$ cat src/hdl/lbc_pkg.sv
`timescale 1ns / 1ps
package lbc_pkg;

	// sizes fixed by the stream fields
	localparam int DEF_MAX_WIDTH = 1024;
	localparam int KERNEL        = 3;
	localparam int PIX_W         = 16;
	localparam int COEF_W        = 16;
	localparam int PROD_W        = 32;
	localparam int ROWSUM_W      = 34;
	localparam int SUM_W         = 36;
	localparam int OUT_TDATA_W   = 40;
	localparam int CNT_W         = 14;
	localparam int ROW_W         = 12;
	localparam int MAX_HEIGHT    = 4096;

	// queue between front and back
	localparam int FIFO_DEPTH = 4;
	localparam int FIFO_PTR_W = 2;
	localparam int FIFO_CNT_W = 3;

	// configuration port
	localparam int CFG_ADDR_W = 6;
	localparam int CFG_DATA_W = 64;
	localparam int COEF_ROW_W = 48;
	localparam int FW_W       = 11;
	localparam int FH_W       = 13;

	localparam logic [2:0] REG_COEF_TOP    = 3'd0;
	localparam logic [2:0] REG_COEF_MID    = 3'd1;
	localparam logic [2:0] REG_COEF_BOTTOM = 3'd2;
	localparam logic [2:0] REG_WIDTH       = 3'd3;
	localparam logic [2:0] REG_HEIGHT      = 3'd4;

	localparam logic [FW_W-1:0] FW_RESET = 11'd7;
	localparam logic [FH_W-1:0] FH_RESET = 13'd7;

	// one pixel with its window column, as handed from front to back
	typedef struct packed {
		logic signed [PIX_W-1:0] top;
		logic signed [PIX_W-1:0] mid;
		logic signed [PIX_W-1:0] px;
		logic                    emit;
		logic                    last;
	} lbc_item_t;

	typedef logic [KERNEL-1:0][COEF_ROW_W-1:0] coef_t;

endpackage

$ cat src/hdl/lbc_fifo.sv
`timescale 1ns / 1ps
module lbc_fifo import lbc_pkg::*; (
	input  logic      clk,
	input  logic      arst_n,
	input  logic      push,
	input  lbc_item_t push_item,
	output logic      full,
	input  logic      pop,
	output lbc_item_t pop_item,
	output logic      not_empty
);

	lbc_item_t               buf_q [FIFO_DEPTH];
	logic [FIFO_PTR_W-1:0]   wr_ptr_q;
	logic [FIFO_PTR_W-1:0]   rd_ptr_q;
	logic [FIFO_CNT_W-1:0]   cnt_q;

	assign full      = (cnt_q == FIFO_CNT_W'(FIFO_DEPTH));
	assign not_empty = (cnt_q != '0);
	assign pop_item  = buf_q[rd_ptr_q];

	// pointers and fill level
	always_ff @(posedge clk or negedge arst_n) begin
		if (!arst_n) begin
			wr_ptr_q <= '0;
			rd_ptr_q <= '0;
			cnt_q    <= '0;
		end else begin
			if (push) begin
				wr_ptr_q <= wr_ptr_q + FIFO_PTR_W'(1);
			end
			if (pop) begin
				rd_ptr_q <= rd_ptr_q + FIFO_PTR_W'(1);
			end
			if (push && !pop) begin
				cnt_q <= cnt_q + FIFO_CNT_W'(1);
			end else if (pop && !push) begin
				cnt_q <= cnt_q - FIFO_CNT_W'(1);
			end
		end
	end

	// entry storage
	always_ff @(posedge clk) begin
		if (push) begin
			buf_q[wr_ptr_q] <= push_item;
		end
	end

endmodule

$ cat config.mk
export PLATFORM = sky130hd
export DESIGN_NAME = lbc_fifo
export DESIGN_NICKNAME = d
export VERILOG_FILES = /design/src/hdl/lbc_pkg.sv /design/src/hdl/lbc_fifo.sv
export SDC_FILE = /design/constraint.sdc
export NUM_CORES = 1
export LEC_CHECK = 0
export BUFFER_PORTS_ARGS = -buffer_cell sky130_fd_sc_hd__clkbuf_2
export CELL_PAD_IN_SITES_DETAIL_PLACEMENT = 0
export CELL_PAD_IN_SITES_GLOBAL_PLACEMENT = 2
export CORE_MARGIN = 2
export CORE_UTILIZATION = 47
export CTS_BUF_LIST = sky130_fd_sc_hd__clkbuf_8
export DETAILED_ROUTE_END_ITERATION = 10
export PLACE_DENSITY_LB_ADDON = 0.1
export SLEW_MARGIN = 30
export SYNTH_ARGS = -nofsm -noshare
export SYNTH_HDL_FRONTEND = slang
export SYNTH_SLANG_ARGS = --single-unit
$ cat constraint.sdc
create_clock -name clk -period 2.67 [get_ports clk]
set_input_delay 0.4005 -clock clk [delete_from_list [all_inputs] [get_ports clk]]
set_output_delay 0.4005 -clock clk [all_outputs]
set_load 0.02 [all_outputs]
==> flow_summary.toml <==
[layout]
regArea_sq_um = 6186
multiInputGateArea_sq_um = 1340
diodes = 0
drive_gt1_share_pct = 47.15
syn_to_final_growth_pct = 20.18
fin_nets = 510
final_core_util_pct = 57.82
fillers = 1220

[drt]
vias = 3552
drcViolationCount = 0
via_per_inst = 5.155
wire_per_inst_um = 19.60
drt_iter0_drc = 214
routed_wl_mm = 13.50
final_antenna_net_count = 0
first_pass_iters = 6

[die]
pin_count = 106
die_h_um = 131.8
start_util_pct = 48.12
die_w_um = 131.8
num_rows = 46
die_area_sq_um = 17360
core_area_sq_um = 15940

[place]
dp.final_hpwl_mm = 8.042
io_buffers = 105
place.gp.congestion = 0.6474
preCtsSetupSlack_ns = 0.5727

[pwr]
pwr-share-clk_pct = 24.1
p_comb_share_pct = 32.7
power_density_nw_per_um2 = 1124
ir_drop_mv = 0.5566
intPower_mw = 7.116
seqPwrFrac_pct = 43.3
p_sw_share_pct = 31.31
switching_power_mw = 3.244
power.leakage_nw = 3.318

[timing]
rsz0062_at_grt = "false"
tns_ns = 0
fin_crit_sh_pct = 90.54
drv_slew = 0
max_freq_ghz = 0.4137
finalCriticalPeriod_ns = 2.417
fin_worst_skew_ns = 0.01230
worst_pin_slew_ns = 0.5196
max_slew_margin_pct = 65.36
fin_ws_ns = 0.2527
finalHoldViolCount = 0
setup_viol = 0

[setup_path]
cp.required_ns = 2.27
start_kind = "flip-flop"
max_stage_delay_ns = 0.70
timing.rr.start = "wr_ptr_q[0]$_DFFE_PN0P_"
slowest_stage = "dfrtp_2"
crit_type = "reg2out"
path_cells = "buf_12, mux4_2, clkbuf_2"
worst-path-buf-inv = 2
crit_path_end_kind = "output port"
cp_data_arrival_time_ns = 2.02
critPathTopFamily = "flip-flops"
cp_max_fo = 25
critPathLaunch = "rd_ptr_q[1]$_DFFE_PN0P_"

[logic_synthesis]
yosysWarnings = 0
ys_ff_latch = 207
syn_nets = 356
seq_area_frac_synth_pct = 80.57
synth_area_per_cell_sq_um = 25.92
ys_types = 20
syn_inst = 296
syn-cell-area_sq_um = 7671

[cts]
cts_tree = "done"
clk-insertion-delay-late_ns = 0.50
htree_levels = 2
cts_resized = 0
cts_made_buffers = 35
clkTransAtPathRegs_ns = 0.06
cts_root_buf = "clkbuf_8"
cts.sinks = 207
clock_path_buffers = 3

[global_routing]
grt_max_degree = 31
grt_pass1_vias = 3877
grt_usage_pct = 15.98
grt_overflow_total = 0
grt_pass1_wl_mm = 20.77
grt_antenna_before_repair = 0

[flow_run]
maxCapViolCount = 0

[worst_hold_path]
hp-start = "push_item[49]"
hold_path_class = "in2reg"

[run_status]
outcome = "finished, final reports clean"
-- layout make-up --
cell class,count,share of cell area (%)
Clock inverter,23,1.249
Inverter,4,0.1629
Multi-Input combinational cell,73,14.54
Sequential cell,207,67.10
Timing Repair Buffer,129,8.496
Tap cell,216,2.932
Clock buffer,37,5.524
-- cell usage in the layout (no fill, tap or decap), types with 2 or more instances in the layout --
master    count
ha_1          5
clkbuf_2    105
edfxtp_1    200
mux4_1        2
inv_1        20
clkinv_2      2
and2_2        4
mux4_2       48
xnor2_1       2
clkbuf_8     37
dfrtp_1       5
clkinv_1      4
buf_4        17
xor2_1        4
buf_12        6
nand2_1       2
-- worst paths after layout --
check                                                to  slack (ns)  cells after the start
worst max-delay path                       pop_item[39]        0.25                      3
worst min-delay path             buf_q[2][49]$_DFFE_PP_        0.12                      1
worst max register to register    buf_q[0][6]$_DFFE_PP_        0.99                      4
worst min register to register     cnt_q[2]$_DFFE_PN0P_        0.49                      1
max in group asynchronous       rd_ptr_q[0]$_DFFE_PN0P_        2.21                      2
min in group asynchronous       wr_ptr_q[0]$_DFFE_PN0P_        0.27                      2
-- kinds of logic (layout without fill, tap and decap cells) --
logic type	Yosys count	in the layout	synth area share, %
AOI/OAI and AO/OA	1	1	0.06518
buffers and inverters	16	193	2.022
muxes	51	51	14.92
xor gates and xnor gates	6	6	0.6850
and+or+nand+nor	9	9	0.6524
DFF	207	207	80.57
adders and majority gates	6	6	1.077
-- worst register-to-register path: cells and delay by family (launching register included) --
| kind | cells | cell delay (ns) |
|---|---|---|
| adder cells (fa/ha/maj) | 1 | 0.13 |
| buffers and inverters | 2 | 0.50 |
| flip-flops | 1 | 0.42 |
| AND/OR/NAND/NOR | 1 | 0.27 |
-- Yosys cell counts --
| cell | count | share of area (%) |
|---|---|---|
| buf_6 | 1 | 0.15 |
| mux2_2 | 1 | 0.15 |
| xor2_1 | 4 | 0.46 |
| ha_1 | 5 | 0.82 |
| nand2_1 | 2 | 0.098 |
| dfrtp_1 | 7 | 2.3 |
| clkbuf_1 | 1 | 0.049 |
| edfxtp_1 | 200 | 78 |
| o21ai_0 | 1 | 0.065 |
| or3_1 | 1 | 0.082 |
| nor2_1 | 1 | 0.049 |
| nor3b_1 | 1 | 0.098 |
| fa_1 | 1 | 0.26 |
| buf_12 | 5 | 1.3 |
| xnor2_1 | 2 | 0.23 |
| buf_2 | 5 | 0.33 |
| mux4_1 | 2 | 0.69 |
| and2_1 | 4 | 0.33 |
| inv_1 | 4 | 0.20 |
| mux4_2 | 48 | 14 |
-- per-stage QoR --
step / instance area, sq um / hold WS [ns] / cells / power (mW)
floorplan: 7671 / 0.1049 / 296 / 6.870
global placement: 8492 / 0.2467 / 619 / 7.825
detailed placement: 8492 / 0.2492 / 619 / 7.855
CTS: 9126 / 0.08572 / 680 / 10.39
global route: 9219 / 0.09060 / 689 / 10.90
finish: 9219 / 0.1182 / 689 / 10.36
-- routing by layer --
metal	track usage (%)	up-vias	part of all wire, %
met5	0	-	0
met4	7.729	0	2.7
met3	4.114	28	4.9
met2	26.32	112	50
met1	19.99	1845	42
li1	-	1567	-
-- power by group through the flow --
stage / registers (mW) / clock network [mW] / logic [mW]
after global routing: 4.54 / 2.74 / 3.63
final: 4.48 / 2.49 / 3.38
after detailed placement: 4.63 / 0 / 3.23
after CTS: 4.56 / 2.58 / 3.24
after floorplan: 4.45 / 0 / 2.42
after global placement: 4.60 / 0 / 3.23
-- sequential cells by signal, indices dropped and copies added (netlist names) --
signal / count
wr_ptr_q: 2
cnt_q: 3
rd_ptr_q: 2
buf_q: 200
-- what timing repair did --
item,in CTS,in global routing
hold buffers,1,0
setup endpoints to repair,0,7
endpoints found under the hold margin,7,0
setup buffers,0,9
Power figures use the tool's default switching activity.
